`src/rtl/ese_pkg.sv`:
```
// Shared constants and types for the encoder BCD setpoint editor.
package ese_pkg;

	localparam int LOW_RUN_LEN_DEF = 12;

	localparam int VOLT_TOP   = 2;
	localparam int VOLT_LIMIT = 200;
	localparam int AMP_TOP    = 5;
	localparam int AMP_LIMIT  = 500;

	localparam logic [3:0] DIGIT_MAX = 4'd9;

	// Cursor column codes
	localparam logic [1:0] COL_HI      = 2'd0;
	localparam logic [1:0] COL_MID     = 2'd1;
	localparam logic [1:0] COL_AMP_LO  = 2'd2;
	localparam logic [1:0] COL_VOLT_LO = 2'd3;

	typedef struct packed {
		logic [1:0] col;
		logic       on_current;
	} cursor_t;

	localparam cursor_t CURSOR_RESET = '{col: COL_VOLT_LO, on_current: 1'b0};

endpackage

```
`src/rtl/ese_sample_if.sv`:
```
// Input channel: one encoder pin sample and button events per beat.
interface ese_sample_if;
	logic valid;
	logic ready;
	logic clk_level;
	logic dt_level;
	logic select_pressed;
	logic right_pressed;
	logic left_pressed;
	logic output_pressed;

	modport source (output valid, output clk_level, output dt_level, output select_pressed,
		output right_pressed, output left_pressed, output output_pressed, input ready);
	modport sink (input valid, input clk_level, input dt_level, input select_pressed,
		input right_pressed, input left_pressed, input output_pressed, output ready);
endinterface

```
`src/rtl/ese_result_if.sv`:
```
// Result channel: setpoint digits, totals, cursor and output state per beat.
interface ese_result_if;
	logic       valid;
	logic       ready;
	logic [1:0] volt_tens_digit;
	logic [3:0] volt_units_digit;
	logic [3:0] volt_tenths_digit;
	logic [2:0] amp_hundreds_digit;
	logic [3:0] amp_tens_digit;
	logic [3:0] amp_units_digit;
	logic [7:0] voltage_tenths_total;
	logic [8:0] current_ma_total;
	logic [1:0] cursor_col;
	logic       cursor_on_current;
	logic       output_on;
	logic       knob_step;

	modport source (output valid, output volt_tens_digit, output volt_units_digit,
		output volt_tenths_digit, output amp_hundreds_digit, output amp_tens_digit,
		output amp_units_digit, output voltage_tenths_total, output current_ma_total,
		output cursor_col, output cursor_on_current, output output_on, output knob_step,
		input ready);
	modport sink (input valid, input volt_tens_digit, input volt_units_digit,
		input volt_tenths_digit, input amp_hundreds_digit, input amp_tens_digit,
		input amp_units_digit, input voltage_tenths_total, input current_ma_total,
		input cursor_col, input cursor_on_current, input output_on, input knob_step,
		output ready);
endinterface

```
`src/rtl/encoder_bcd_setpoint_editor.sv`:
```
// Encoder-driven BCD setpoint editor for a bench supply.
// Takes one beat per clock and returns one result beat per input beat. A beat is
// registered at the input, then the step detector, both setpoint editors and the
// cursor logic update the state in one pass, and the state registers drive the
// result port; result valid is registered behind the input stage, and
// throughput is one beat per cycle as long as the result side takes its beats.
// An encoder step fires when the clock level history reads one high sample followed
// by LOW_RUN_LEN low samples. Setpoints clamp to 00.0..20.0 V and 000..500 mA.
module encoder_bcd_setpoint_editor import ese_pkg::*; #(
	parameter int LOW_RUN_LEN = LOW_RUN_LEN_DEF
) (
	input  logic         clk,
	input  logic         arst_n,
	ese_sample_if.sink   sample,
	ese_result_if.source result
);
	// input stage
	logic valid_s1;
	logic clk_level_s1, dt_level_s1;
	logic select_s1, right_s1, left_s1, output_s1;

	// state, which also forms the result beat
	logic       out_valid_q;
	logic [1:0] volt_tens_q;
	logic [3:0] volt_units_q, volt_tenths_q;
	logic [2:0] amp_hundreds_q;
	logic [3:0] amp_tens_q, amp_units_q;
	logic [7:0] volt_total_q;
	logic [8:0] amp_total_q;
	cursor_t    cur_q;
	logic       output_on_q;
	logic       step_q;

	logic       advance;
	logic       fire;
	logic [1:0] volt_tens_nx;
	logic [3:0] volt_units_nx, volt_tenths_nx;
	logic [2:0] amp_hundreds_nx;
	logic [3:0] amp_tens_nx, amp_units_nx;
	logic [7:0] volt_total_nx;
	logic [8:0] amp_total_nx;
	cursor_t    cur_nx;

	assign advance      = valid_s1 && (!out_valid_q || result.ready);
	assign sample.ready = !valid_s1 || advance;

	always_ff @(posedge clk or negedge arst_n) begin
		if (!arst_n) begin
			valid_s1 <= 1'b0;
		end else if (sample.ready) begin
			valid_s1 <= sample.valid;
		end
	end

	always_ff @(posedge clk) begin
		if (sample.ready && sample.valid) begin
			clk_level_s1 <= sample.clk_level;
			dt_level_s1  <= sample.dt_level;
			select_s1    <= sample.select_pressed;
			right_s1     <= sample.right_pressed;
			left_s1      <= sample.left_pressed;
			output_s1    <= sample.output_pressed;
		end
	end

	ese_step_det #(
		.LOW_RUN_LEN (LOW_RUN_LEN)
	) u_step_det (
		.clk       (clk),
		.arst_n    (arst_n),
		.advance   (advance),
		.clk_level (clk_level_s1),
		.fire      (fire)
	);

	ese_bcd_edit #(
		.HI_W    (2),
		.TOP     (VOLT_TOP),
		.LIMIT   (VOLT_LIMIT),
		.LO_COL  (int'(COL_VOLT_LO)),
		.TOTAL_W (8)
	) u_volt_edit (
		.en       (fire && !cur_q.on_current),
		.up       (dt_level_s1),
		.col      (cur_q.col),
		.hi       (volt_tens_q),
		.mid      (volt_units_q),
		.lo       (volt_tenths_q),
		.hi_nx    (volt_tens_nx),
		.mid_nx   (volt_units_nx),
		.lo_nx    (volt_tenths_nx),
		.total_nx (volt_total_nx)
	);

	ese_bcd_edit #(
		.HI_W    (3),
		.TOP     (AMP_TOP),
		.LIMIT   (AMP_LIMIT),
		.LO_COL  (int'(COL_AMP_LO)),
		.TOTAL_W (9)
	) u_amp_edit (
		.en       (fire && cur_q.on_current),
		.up       (dt_level_s1),
		.col      (cur_q.col),
		.hi       (amp_hundreds_q),
		.mid      (amp_tens_q),
		.lo       (amp_units_q),
		.hi_nx    (amp_hundreds_nx),
		.mid_nx   (amp_tens_nx),
		.lo_nx    (amp_units_nx),
		.total_nx (amp_total_nx)
	);

	ese_cursor u_cursor (
		.cur            (cur_q),
		.select_pressed (select_s1),
		.right_pressed  (right_s1),
		.left_pressed   (left_s1),
		.cur_nx         (cur_nx)
	);

	always_ff @(posedge clk or negedge arst_n) begin
		if (!arst_n) begin
			out_valid_q    <= 1'b0;
			volt_tens_q    <= '0;
			volt_units_q   <= '0;
			volt_tenths_q  <= '0;
			amp_hundreds_q <= '0;
			amp_tens_q     <= '0;
			amp_units_q    <= '0;
			volt_total_q   <= '0;
			amp_total_q    <= '0;
			cur_q          <= CURSOR_RESET;
			output_on_q    <= 1'b0;
			step_q         <= 1'b0;
		end else begin
			if (advance) begin
				out_valid_q <= 1'b1;
			end else if (result.ready) begin
				out_valid_q <= 1'b0;
			end
			if (advance) begin
				volt_tens_q    <= volt_tens_nx;
				volt_units_q   <= volt_units_nx;
				volt_tenths_q  <= volt_tenths_nx;
				amp_hundreds_q <= amp_hundreds_nx;
				amp_tens_q     <= amp_tens_nx;
				amp_units_q    <= amp_units_nx;
				volt_total_q   <= volt_total_nx;
				amp_total_q    <= amp_total_nx;
				cur_q          <= cur_nx;
				output_on_q    <= output_on_q ^ output_s1;
				step_q         <= fire;
			end
		end
	end

	assign result.valid                = out_valid_q;
	assign result.volt_tens_digit      = volt_tens_q;
	assign result.volt_units_digit     = volt_units_q;
	assign result.volt_tenths_digit    = volt_tenths_q;
	assign result.amp_hundreds_digit   = amp_hundreds_q;
	assign result.amp_tens_digit       = amp_tens_q;
	assign result.amp_units_digit      = amp_units_q;
	assign result.voltage_tenths_total = volt_total_q;
	assign result.current_ma_total     = amp_total_q;
	assign result.cursor_col           = cur_q.col;
	assign result.cursor_on_current    = cur_q.on_current;
	assign result.output_on            = output_on_q;
	assign result.knob_step            = step_q;

	a_volt_limit : assert property (@(posedge clk) disable iff (!arst_n)
		volt_total_q <= 8'(VOLT_LIMIT))
		else $error("voltage setpoint above limit");

	a_amp_limit : assert property (@(posedge clk) disable iff (!arst_n)
		amp_total_q <= 9'(AMP_LIMIT))
		else $error("current setpoint above limit");

	a_cursor_col : assert property (@(posedge clk) disable iff (!arst_n)
		(cur_q.on_current && cur_q.col != COL_VOLT_LO) ||
		(!cur_q.on_current && cur_q.col != COL_AMP_LO))
		else $error("cursor on a column its row does not have");

	a_stall_hold : assert property (@(posedge clk) disable iff (!arst_n)
		(out_valid_q && !result.ready) |=> $stable(cur_q) && $stable(volt_total_q)
		&& $stable(amp_total_q))
		else $error("state changed while result beat stalled");
endmodule

```
`src/rtl/ese_step_det.sv`:
```
// Encoder clock history register and step detector.
module ese_step_det #(
	parameter int LOW_RUN_LEN = 12
) (
	input  logic clk,
	input  logic arst_n,
	input  logic advance,
	input  logic clk_level,
	output logic fire
);
	localparam int HIST_W = LOW_RUN_LEN + 1;
	localparam logic [HIST_W-1:0] HIST_FIRE = {1'b1, {LOW_RUN_LEN{1'b0}}};

	logic [HIST_W-1:0] hist_q;
	logic [HIST_W-1:0] hist_next;

	assign hist_next = {hist_q[HIST_W-2:0], clk_level};
	assign fire      = (hist_next == HIST_FIRE);

	always_ff @(posedge clk or negedge arst_n) begin
		if (!arst_n) begin
			hist_q <= '0;
		end else if (advance) begin
			// clear the history once a step fires
			hist_q <= fire ? '0 : hist_next;
		end
	end
endmodule

```
`src/rtl/ese_bcd_edit.sv`:
```
// One three-digit BCD setpoint: increment with carry and clamp, decrement with borrow.
module ese_bcd_edit import ese_pkg::*; #(
	parameter int HI_W    = 2,
	parameter int TOP     = 2,
	parameter int LIMIT   = 200,
	parameter int LO_COL  = 3,
	parameter int TOTAL_W = 8
) (
	input  logic               en,
	input  logic               up,
	input  logic [1:0]         col,
	input  logic [HI_W-1:0]    hi,
	input  logic [3:0]         mid,
	input  logic [3:0]         lo,
	output logic [HI_W-1:0]    hi_nx,
	output logic [3:0]         mid_nx,
	output logic [3:0]         lo_nx,
	output logic [TOTAL_W-1:0] total_nx
);
	localparam int SUM_W = 10;
	localparam logic [HI_W-1:0]  TOP_V  = HI_W'(TOP);
	localparam logic [1:0]       LO_V   = 2'(LO_COL);
	localparam logic [SUM_W-1:0] LIMIT_V = SUM_W'(LIMIT);

	logic [HI_W-1:0]  hi_inc;
	logic [HI_W-1:0]  up_h, dn_h;
	logic [3:0]       up_m, up_l, dn_m, dn_l;
	logic [SUM_W-1:0] up_sum, nx_sum;
	logic             all_zero;

	assign hi_inc   = (hi >= TOP_V) ? TOP_V : hi + HI_W'(1);
	assign all_zero = (hi == '0) && (mid == 4'd0) && (lo == 4'd0);

	always_comb begin
		up_h = hi;
		up_m = mid;
		up_l = lo;
		if (col == COL_HI) begin
			up_h = hi_inc;
		end else if (col == COL_MID) begin
			if (mid >= DIGIT_MAX) begin
				up_m = 4'd0;
				up_h = hi_inc;
			end else begin
				up_m = mid + 4'd1;
			end
		end else if (col == LO_V) begin
			if (lo >= DIGIT_MAX) begin
				up_l = 4'd0;
				if (mid >= DIGIT_MAX) begin
					up_m = 4'd0;
					up_h = hi_inc;
				end else begin
					up_m = mid + 4'd1;
				end
			end else begin
				up_l = lo + 4'd1;
			end
		end
		up_sum = SUM_W'(up_h) * SUM_W'(100) + SUM_W'(up_m) * SUM_W'(10) + SUM_W'(up_l);
		// clamp the whole setpoint at its limit
		if (up_sum > LIMIT_V) begin
			up_h = TOP_V;
			up_m = 4'd0;
			up_l = 4'd0;
		end
	end

	always_comb begin
		dn_h = hi;
		dn_m = mid;
		dn_l = lo;
		if (!all_zero) begin
			if (col == COL_HI) begin
				if (hi != '0) dn_h = hi - HI_W'(1);
			end else if (col == COL_MID) begin
				if (mid != 4'd0) begin
					dn_m = mid - 4'd1;
				end else if (hi != '0) begin
					dn_m = DIGIT_MAX;
					dn_h = hi - HI_W'(1);
				end
			end else if (col == LO_V) begin
				if (lo != 4'd0) begin
					dn_l = lo - 4'd1;
				end else begin
					// borrow through the higher digits, at least one of which is known nonzero here
					dn_l = DIGIT_MAX;
					if (mid != 4'd0) begin
						dn_m = mid - 4'd1;
					end else begin
						dn_m = DIGIT_MAX;
						dn_h = hi - HI_W'(1);
					end
				end
			end
		end
	end

	always_comb begin
		if (!en) begin
			hi_nx  = hi;
			mid_nx = mid;
			lo_nx  = lo;
		end else if (up) begin
			hi_nx  = up_h;
			mid_nx = up_m;
			lo_nx  = up_l;
		end else begin
			hi_nx  = dn_h;
			mid_nx = dn_m;
			lo_nx  = dn_l;
		end
		nx_sum   = SUM_W'(hi_nx) * SUM_W'(100) + SUM_W'(mid_nx) * SUM_W'(10) + SUM_W'(lo_nx);
		total_nx = nx_sum[TOTAL_W-1:0];
	end
endmodule

```
`src/rtl/ese_cursor.sv`:
```
// Cursor and row selection: row switch, then right, then left.
module ese_cursor import ese_pkg::*; (
	input  cursor_t cur,
	input  logic    select_pressed,
	input  logic    right_pressed,
	input  logic    left_pressed,
	output cursor_t cur_nx
);
	cursor_t c0, c1, c2;

	always_comb begin
		c0 = cur;
		if (select_pressed) begin
			c0.on_current = !cur.on_current;
			if (!cur.on_current && cur.col == COL_VOLT_LO) c0.col = COL_AMP_LO;
			if (cur.on_current && cur.col == COL_AMP_LO) c0.col = COL_VOLT_LO;
		end

		c1 = c0;
		if (right_pressed) begin
			if (!c0.on_current) begin
				if (c0.col == COL_HI) c1.col = COL_MID;
				else if (c0.col == COL_MID) c1.col = COL_VOLT_LO;
			end else begin
				c1.col = (c0.col < COL_AMP_LO) ? c0.col + 2'd1 : COL_AMP_LO;
			end
		end

		c2 = c1;
		if (left_pressed) begin
			if (!c1.on_current) begin
				if (c1.col == COL_MID) c2.col = COL_HI;
				else if (c1.col == COL_VOLT_LO) c2.col = COL_MID;
			end else begin
				// stray column three on the current row lands on column two
				if (c1.col == COL_HI) c2.col = COL_HI;
				else if (c1.col == COL_VOLT_LO) c2.col = COL_AMP_LO;
				else c2.col = c1.col - 2'd1;
			end
		end

		cur_nx = c2;
	end
endmodule
```
`src/flat_wrapper.sv`:
```
// flat-port wrapper written by rule: the top's interface ports become plain ports
module encoder_bcd_setpoint_editor_flat import ese_pkg::*;
#(
	parameter int LOW_RUN_LEN = LOW_RUN_LEN_DEF
)
  (clk, arst_n, sample_valid, sample_clk_level, sample_dt_level, sample_select_pressed, sample_right_pressed, sample_left_pressed, sample_output_pressed, sample_ready, result_valid, result_volt_tens_digit, result_volt_units_digit, result_volt_tenths_digit, result_amp_hundreds_digit, result_amp_tens_digit, result_amp_units_digit, result_voltage_tenths_total, result_current_ma_total, result_cursor_col, result_cursor_on_current, result_output_on, result_knob_step, result_ready);
  ese_sample_if sample_i ();
  ese_result_if result_i ();
  input  logic clk;
  input  logic arst_n;
  input wire logic [$bits(sample_i.valid)-1:0] sample_valid;
  input wire logic [$bits(sample_i.clk_level)-1:0] sample_clk_level;
  input wire logic [$bits(sample_i.dt_level)-1:0] sample_dt_level;
  input wire logic [$bits(sample_i.select_pressed)-1:0] sample_select_pressed;
  input wire logic [$bits(sample_i.right_pressed)-1:0] sample_right_pressed;
  input wire logic [$bits(sample_i.left_pressed)-1:0] sample_left_pressed;
  input wire logic [$bits(sample_i.output_pressed)-1:0] sample_output_pressed;
  output wire logic [$bits(sample_i.ready)-1:0] sample_ready;
  output wire logic [$bits(result_i.valid)-1:0] result_valid;
  output wire logic [$bits(result_i.volt_tens_digit)-1:0] result_volt_tens_digit;
  output wire logic [$bits(result_i.volt_units_digit)-1:0] result_volt_units_digit;
  output wire logic [$bits(result_i.volt_tenths_digit)-1:0] result_volt_tenths_digit;
  output wire logic [$bits(result_i.amp_hundreds_digit)-1:0] result_amp_hundreds_digit;
  output wire logic [$bits(result_i.amp_tens_digit)-1:0] result_amp_tens_digit;
  output wire logic [$bits(result_i.amp_units_digit)-1:0] result_amp_units_digit;
  output wire logic [$bits(result_i.voltage_tenths_total)-1:0] result_voltage_tenths_total;
  output wire logic [$bits(result_i.current_ma_total)-1:0] result_current_ma_total;
  output wire logic [$bits(result_i.cursor_col)-1:0] result_cursor_col;
  output wire logic [$bits(result_i.cursor_on_current)-1:0] result_cursor_on_current;
  output wire logic [$bits(result_i.output_on)-1:0] result_output_on;
  output wire logic [$bits(result_i.knob_step)-1:0] result_knob_step;
  input wire logic [$bits(result_i.ready)-1:0] result_ready;
  assign sample_i.valid = sample_valid;
  assign sample_i.clk_level = sample_clk_level;
  assign sample_i.dt_level = sample_dt_level;
  assign sample_i.select_pressed = sample_select_pressed;
  assign sample_i.right_pressed = sample_right_pressed;
  assign sample_i.left_pressed = sample_left_pressed;
  assign sample_i.output_pressed = sample_output_pressed;
  assign sample_ready = sample_i.ready;
  assign result_valid = result_i.valid;
  assign result_volt_tens_digit = result_i.volt_tens_digit;
  assign result_volt_units_digit = result_i.volt_units_digit;
  assign result_volt_tenths_digit = result_i.volt_tenths_digit;
  assign result_amp_hundreds_digit = result_i.amp_hundreds_digit;
  assign result_amp_tens_digit = result_i.amp_tens_digit;
  assign result_amp_units_digit = result_i.amp_units_digit;
  assign result_voltage_tenths_total = result_i.voltage_tenths_total;
  assign result_current_ma_total = result_i.current_ma_total;
  assign result_cursor_col = result_i.cursor_col;
  assign result_cursor_on_current = result_i.cursor_on_current;
  assign result_output_on = result_i.output_on;
  assign result_knob_step = result_i.knob_step;
  assign result_i.ready = result_ready;
  encoder_bcd_setpoint_editor #(.LOW_RUN_LEN(LOW_RUN_LEN)) u_core (.clk(clk), .arst_n(arst_n), .sample(sample_i), .result(result_i));
endmodule
```
`config.mk`:
```
export PLATFORM = sky130hd
export DESIGN_NAME = encoder_bcd_setpoint_editor_flat
export DESIGN_NICKNAME = d
export VERILOG_FILES = /design/src/rtl/ese_pkg.sv /design/src/rtl/ese_sample_if.sv /design/src/rtl/ese_result_if.sv /design/src/rtl/encoder_bcd_setpoint_editor.sv /design/src/rtl/ese_step_det.sv /design/src/rtl/ese_bcd_edit.sv /design/src/rtl/ese_cursor.sv /design/src/flat_wrapper.sv
export SDC_FILE = /design/constraint.sdc
export NUM_CORES = 1
export LEC_CHECK = 0
export BUFFER_PORTS_ARGS = -buffer_cell sky130_fd_sc_hd__buf_4
export CAP_MARGIN = 15
export CORE_ASPECT_RATIO = 1.25
export CORE_UTILIZATION = 39
export DETAILED_ROUTE_END_ITERATION = 12
export PLACE_DENSITY = 0.58
export SYNTH_ARGS = -nofsm -noshare
export SYNTH_HDL_FRONTEND = slang
export SYNTH_SLANG_ARGS = --single-unit
```
`constraint.sdc`:
```
create_clock -name clk -period 10 [get_ports clk]
set_clock_uncertainty 0.15 [all_clocks]
set_input_delay 0.5 -clock clk [delete_from_list [all_inputs] [get_ports clk]]
set_output_delay 0.5 -clock clk [all_outputs]
set_load 0.03 [all_outputs]
```
==> impl_metrics.json, run 1 <==
{
  "yosys.area.top_type_share_pct": 20.8,
  "maxClockFrequency_mhz": 121,
  "yosysTopAreaCell": "dfrtp_1",
  "finalSetupTns_ns": 0,
  "rsz0062_at_grt": "no",
  "ff_latch_area_sq_um": 1560,
  "numPortBuffers": 54,
  "slew_headroom_pct": 38.9,
  "route.detailed.drc": 0,
  "clk_latency_ns": 0.34,
  "synth-simple-area-share_pct": 19.4,
  "irDropWorstVdd_mv": 0.0877,
  "drv_slew": 0,
  "ys_top_cells_by_area": "dfrtp_1 21%, ha_1 17%, nand2_1 6.6%",
  "timing.rr.start": "u_core.result.amp_units_digit[1]",
  "ys_seq_elements": 61,
  "p_per_area_nw_per_um2": 234,
  "p_int_uw": 915,
  "io_pins": 55,
  "diodes": 0,
  "slowest_stage": "or4_1",
  "dp_cells": 1000,
  "multi_input_area_sq_um": 4420,
  "total_power_uw": 1690,
  "finalSetupViolCount": 0,
  "switchingPower_uw": 779,
  "grt_pass1_vias": 5773,
  "grt-ovfl-total": 0,
  "postRouteWirelength_um": 17400,
  "clkTransAtPathRegs_ns": 0.06,
  "final.period_utilization_pct": 82.9,
  "synthesis.area_sq_um": 6380,
  "synthAdderAreaFrac_pct": 22.0,
  "ctsHoldBuffers": 0,
  "ys.flop_type": "dfrtp_1",
  "cts_max_level": 3,
  "power.share.clock_pct": 20.3,
  "rows": 51,
  "synthCells": 769,
  "hold_ws_ns": 0.0952,
  "rrSetupSlack_ns": 1.71,
  "vias": 5733,
  "grt_max_degree": 56,
  "synth_area_per_cell_sq_um": 8.30,
  "cp-start-kind": "flop",
  "combinationalPowerShare_pct": 57.5,
  "cts_buffers": 9,
  "synthDistinctLibCells": 79,
  "tightest_slew_ns": 0.913,
  "die-area_sq_um": 16900,
  "r2r_end": "u_core.result.current_ma_total[8]",
  "share_seq_of_total_power_pct": 22.1,
  "hold_class": "in -> async",
  "hold_viol": 0,
  "period_minus_slack_ns": 8.29,
  "ys_seq_area_share_pct": 24.4,
  "crit_type": "reg -> reg",
  "first_iter_violations": 273,
  "timing.critical_path.mode_cell": "ha_1",
  "synth_commonest_cells": "113 x nand2_1, 86 x ha_1, 60 x inv_1, 53 x dfrtp_1",
  "instances_no_fill": 1016,
  "end_kind": "flop",
  "max_stage_delay_ns": 0.55,
  "drv_cap": 0,
  "crit_arrival_ns": 8.34,
  "via_per_inst": 5.64,
  "grtUsageTotal_pct": 21.6,
  "p_sw_share_pct": 46.0,
  "area_growth_syn_to_layout_pct": 13.4,
  "initial_core_util_pct": 40.5,
  "fin_nets": 911,
  "wire_per_inst_um": 17.2,
  "layout-drive-gt1-share_pct": 13.3,
  "r2r_cells": 34,
  "clockBufferDepth": 2,
  "synthMuxAreaShare_pct": 3.53,
  "leakagePower_uw": 0.00350,
  "path_max_fanout": 9,
  "nFillCells": 1559,
  "tritoncts": "built",
  "cts.sinks": 61,
  "dr.pass1.iters": 7,
  "async_flop_share_pct": 90.2,
  "synth_top_family_by_area": "adder cells",
  "core_area_sq_um": 15800,
  "outcome": "finished clean",
  "place.gp.congestion": 0.966,
  "grt_pass1_wl_um": 28400,
  "worst_ep_required_time_ns": 10.05,
  "syn_nets": 881,
  "dpl_cell_area_sq_um": 6910,
  "synth_compound_area_share_pct": 20.3,
  "stdcell_area_sq_um": 7240,
  "synth_most_common_cell": "nand2_1",
  "cts_resized": 0,
  "ys_warn_count": 0,
  "dp_hpwl_um": 13400,
  "antenna_left": 0,
  "die_x_um": 116,
  "synth_edf_count": 6,
  "post_cts_buffers": 0,
  "cts_root_buffer": "clkbuf_16",
  "grt_antenna_before_repair": 0,
  "die_y_um": 145,
  "synthXorXnorAreaFrac_pct": 3.98
}
## metal layers
layer	GRT usage [%]	up-vias	part of all wire, %
li1	-	2774	-
met1	24.3	2766	40
met2	38.8	156	52
met3	3.55	37	4.2
met4	9.49	0	3.2
met5	0	-	0
## power by group through the flow
stage	clock network [uW]	registers (uW)	logic, uW
after floorplan	0	398	712
after global placement	0	375	954
after detailed placement	0	379	980
after CTS	353	375	986
after global routing	360	385	1100
final	344	375	975
## critical path: cells and delay by family, from the launching register on
| kind | cells | cell delay, ns |
|---|---|---|
| buffers and inverters | 5 | 0.44 |
| and+or+nand+nor | 8 | 2.02 |
| AOI/OAI and AO/OA | 7 | 1.36 |
| DFF | 1 | 0.47 |
| xor gates and xnor gates | 3 | 0.49 |
| adders and majority gates | 11 | 3.21 |
## worst max-delay path by stage
stage | from | to | slack [ns] | cells past startpoint
detailed placement | u_core.result.current_ma_total[0] | u_core.result.current_ma_total[8] | 1.69 | 34
CTS | u_core.result.amp_units_digit[1] | u_core.result.current_ma_total[8] | 1.67 | 34
global placement | u_core.result.current_ma_total[0] | u_core.result.current_ma_total[8] | 1.79 | 34
global route | u_core.result.current_ma_total[0] | u_core.result.current_ma_total[8] | 1.12 | 34
finish | u_core.result.amp_units_digit[1] | u_core.result.current_ma_total[8] | 1.71 | 34
floorplan | u_core.result.current_ma_total[0] | u_core.result.current_ma_total[8] | 2.34 | 34
## cell families after synthesis
kind of cell	count (synthesis)
fa+ha+maj	103
buf+inv	100
simple gates	258
flops	61
mux	21
xor+xnor	29
compound gates	197
## state kept, by name (all words and copies together) (netlist names)
name                                cells
u_core.result.knob_step                 1
u_core.u_step_det.hist_q               12
u_core.clk_level_s1                     1
u_core.result.cursor_on_current         1
u_core.result.volt_units_digit          4
u_core.result.cursor_col                2
u_core.result.volt_tens_digit           2
u_core.result.amp_hundreds_digit        3
u_core.result.current_ma_total          9
u_core.result.amp_tens_digit            4
u_core.result.valid                     1
u_core.output_s1                        1
u_core.result.volt_tenths_digit         4
u_core.left_s1                          1
u_core.dt_level_s1                      1
u_core.result.output_on                 1
u_core.valid_s1                         1
u_core.select_s1                        1
u_core.result.amp_units_digit           3
u_core.result.voltage_tenths_total      7
u_core.right_s1                         1
## layout by cell type (no fill, tap or decap), types with 12 or more instances in the layout
cell type and instances:
nand2_1 113, ha_1 86, inv_1 60, buf_4 59, dfrtp_1 53, o21ai_0 48, nor2_1 48, a21oi_1 48
nand3_1 19, fa_1 16, xnor2_1 15, xor2_1 14, nand2b_1 13, a21o_1 12, a31oi_1 12, mux2_2 12
## through the flow
step	util, %	setup slack, ns
floorplan	-	2.34
global placement	43.9	1.79
detailed placement	43.9	1.69
CTS	45.9	1.67
global route	45.9	1.12
finish	45.9	1.71
## area by class of cell
class,instances,area share (%)
Multi-Input combinational cell,608,61.1
Sequential cell,61,21.5
Timing Repair Buffer,59,6.12
Tap cell,212,3.67
Clock buffer,9,3.11
Inverter,60,3.11
Clock inverter,7,1.35
No activity file was read; power rests on OpenSTA's default activity.
==> run 2: changes to the inputs <==
Settings changed: PLACE_DENSITY 0.58 to 0.6.
Clock period 10 ns to 7.2 ns, I/O delays scaled along.
==> run 2 against run 1 <==
  * Highest routed layer unchanged
  * First-iteration DRC count rose by 6.6%
  * Critical path depth fell by 2
  * Final cell count rose by 7.1%
  * Register-to-register slack got worse by 1.5 ns
  * Non-clock buffer count rose by 72
  * Flip-flop and latch count did not move
  * Critical path type unchanged
  * Clock-buffer cell count rose by 4
  * Combinational power rose by 70%
  * Critical endpoint unchanged
  * Worst hold slack got worse by 0.042 ns
==> impl_metrics.json, run 2 (synthesis results as in run 1) <==
{
  "hold_viol": 0,
  "maxClockFrequency_mhz": 144,
  "clockBufferDepth": 2,
  "numPortBuffers": 54,
  "dr.pass1.iters": 4,
  "die_x_um": 116,
  "antenna_left": 0,
  "cts_root_buffer": "clkbuf_16",
  "clk_latency_ns": 0.34,
  "vias": 6008,
  "rsz0062_at_grt": "yes",
  "final_common_cell": "buf_4",
  "nFillCells": 1505,
  "p_int_uw": 1400,
  "top_register": "u_core.u_step_det.hist_q",
  "drv_cap": 0,
  "final.period_utilization_pct": 96.5,
  "cp-start-kind": "flop",
  "initial_core_util_pct": 40.5,
  "end_kind": "flop",
  "grt_pass1_wl_um": 29100,
  "finalSetupViolCount": 0,
  "p_sw_share_pct": 45.3,
  "setup_slack_ns": 0.251,
  "critPathTopFamily": "adder cells",
  "max_stage_delay_ns": 0.51,
  "dpl_cell_area_sq_um": 7430,
  "grt_pass1_vias": 5987,
  "slew_headroom_pct": 27.7,
  "postRouteWirelength_um": 18200,
  "clkTransAtPathRegs_ns": 0.05,
  "outcome": "finished clean",
  "cts_buffers": 9,
  "via_per_inst": 5.52,
  "grt-ovfl-total": 0,
  "power.share.clock_pct": 16.1,
  "route.detailed.drc": 0,
  "dp_cells": 1062,
  "place.gp.congestion": 0.929,
  "cts.sinks": 61,
  "p_per_area_nw_per_um2": 318,
  "multi_input_area_sq_um": 4700,
  "instances_no_fill": 1088,
  "leakagePower_uw": 0.00384,
  "grtUsageTotal_pct": 21.9,
  "first_iter_violations": 291,
  "core_area_sq_um": 15800,
  "path_max_fanout": 5,
  "worst_ep_required_time_ns": 7.26,
  "die_y_um": 145,
  "timing.critical_path.mode_cell": "ha_4",
  "tightest_slew_ns": 1.08,
  "area_growth_syn_to_layout_pct": 25.8,
  "critPathBufInv": 6,
  "total_power_uw": 2550,
  "grt_antenna_before_repair": 0,
  "final_cell_mix": "129 x buf_4, 111 x nand2_1, 72 x ha_1, 56 x inv_1",
  "slowest_stage": "or4_4",
  "combinationalPowerShare_pct": 65.2,
  "grt_max_degree": 56,
  "period_minus_slack_ns": 6.95,
  "crit_arrival_ns": 7.01,
  "wire_per_inst_um": 16.7,
  "crit_type": "reg -> reg",
  "hold_class": "in -> reg",
  "pre_cts_slack_ns": -0.106,
  "diodes": 0,
  "switchingPower_uw": 1160,
  "ff_latch_area_sq_um": 1570,
  "io_pins": 55,
  "fin_nets": 983,
  "cts_max_level": 3,
  "dp_hpwl_um": 14200,
  "share_seq_of_total_power_pct": 18.7,
  "rrSetupSlack_ns": 0.25,
  "layout-drive-gt1-share_pct": 25.6,
  "rows": 51,
  "irDropWorstVdd_mv": 0.125,
  "largest_reg_flops": 12,
  "drv_slew": 0,
  "stdcell_area_sq_um": 8030,
  "die-area_sq_um": 16900,
  "tritoncts": "built"
}
==> run 2: cell count changes in the layout (fill, tap and decap cells not counted), moves of 5 or more <==
| cell | change |
|---|---|
| o21ai_1 | +6 |
| ha_2 | +5 |
| buf_4 | +70 |
| ha_1 | -14 |
| a21oi_1 | -7 |
| dfrtp_2 | +5 |
| ha_4 | +9 |
| o21ai_0 | -9 |
| a21oi_2 | +7 |
| dfrtp_1 | -5 |
==> run 2: layout make-up <==
class | instances | area share, %
clock buffers | 13 | 3.24
flip-flops and latches | 61 | 19.5
inverters | 60 | 2.84
well taps | 212 | 3.31
repair buffers | 131 | 12.3
multi-input cells | 608 | 58.5
clock inverters | 3 | 0.265
==> run 2: worst paths after layout <==
kind                                                    from                                  end  depth (start not counted)
min                                          sample_dt_level                   u_core.dt_level_s1                          1
max                        u_core.result.current_ma_total[0]    u_core.result.current_ma_total[8]                         32
max in group asynchronous                             arst_n      u_core.result.amp_tens_digit[0]                          2
min in group asynchronous                             arst_n  u_core.result.amp_hundreds_digit[0]                          2
max reg2reg                u_core.result.current_ma_total[0]    u_core.result.current_ma_total[8]                         32
min reg2reg                          u_core.result.output_on              u_core.result.output_on                          1
==> run 2: what timing repair did <==
item                       in CTS  in global routing
setup buffers                   4                  5
hold endpoints to repair       53                  0
setup endpoints to repair       3                  6
resized for setup               3                 47
hold buffers                    1                  0
pin swaps                       2                 26
cloned                          0                  0
==> run 2: through the flow <==
stage          TNS, ns  utilization (%)  hold slack, ns
4_1_cts              0             49.3          0.0421
2_1_floorplan  -0.0297                -         -0.0856
3_5_place_dp    -0.183             47.1           0.312
3_3_place_gp   -0.0142             47.1           0.309
6_report             0             50.9          0.0528
5_1_grt        -0.0319             50.9          0.0398
==> run 2: layer usage <==
layer | track usage, % | share of wire (%) | vias to the layer above
met4 | 9.81 | 3.4 | 0
met3 | 3.59 | 3.5 | 47
met1 | 25.4 | 40 | 2886
li1 | - | - | 2923
met2 | 38.6 | 53 | 152
met5 | 0 | 0 | -
==> run 2: power by group through the flow <==
stage | Combinational [uW] | Sequential [uW] | Clock (uW)
2_1_floorplan | 999 | 553 | 0
3_3_place_gp | 1490 | 481 | 0
3_5_place_dp | 1540 | 484 | 0
4_1_cts | 1580 | 478 | 417
5_1_grt | 1840 | 488 | 436
6_report | 1660 | 478 | 411
==> run 2: worst register-to-register path, delay by kind of cell, from the launching register on <==
family,cells,cell delay (ns)
AO/OA/AOI/OAI,6,1.01
XOR/XNOR,3,0.43
adder cells (fa/ha/maj),11,2.89
buffers and inverters,6,0.47
flip-flops,1,0.44
AND/OR/NAND/NOR,6,1.44
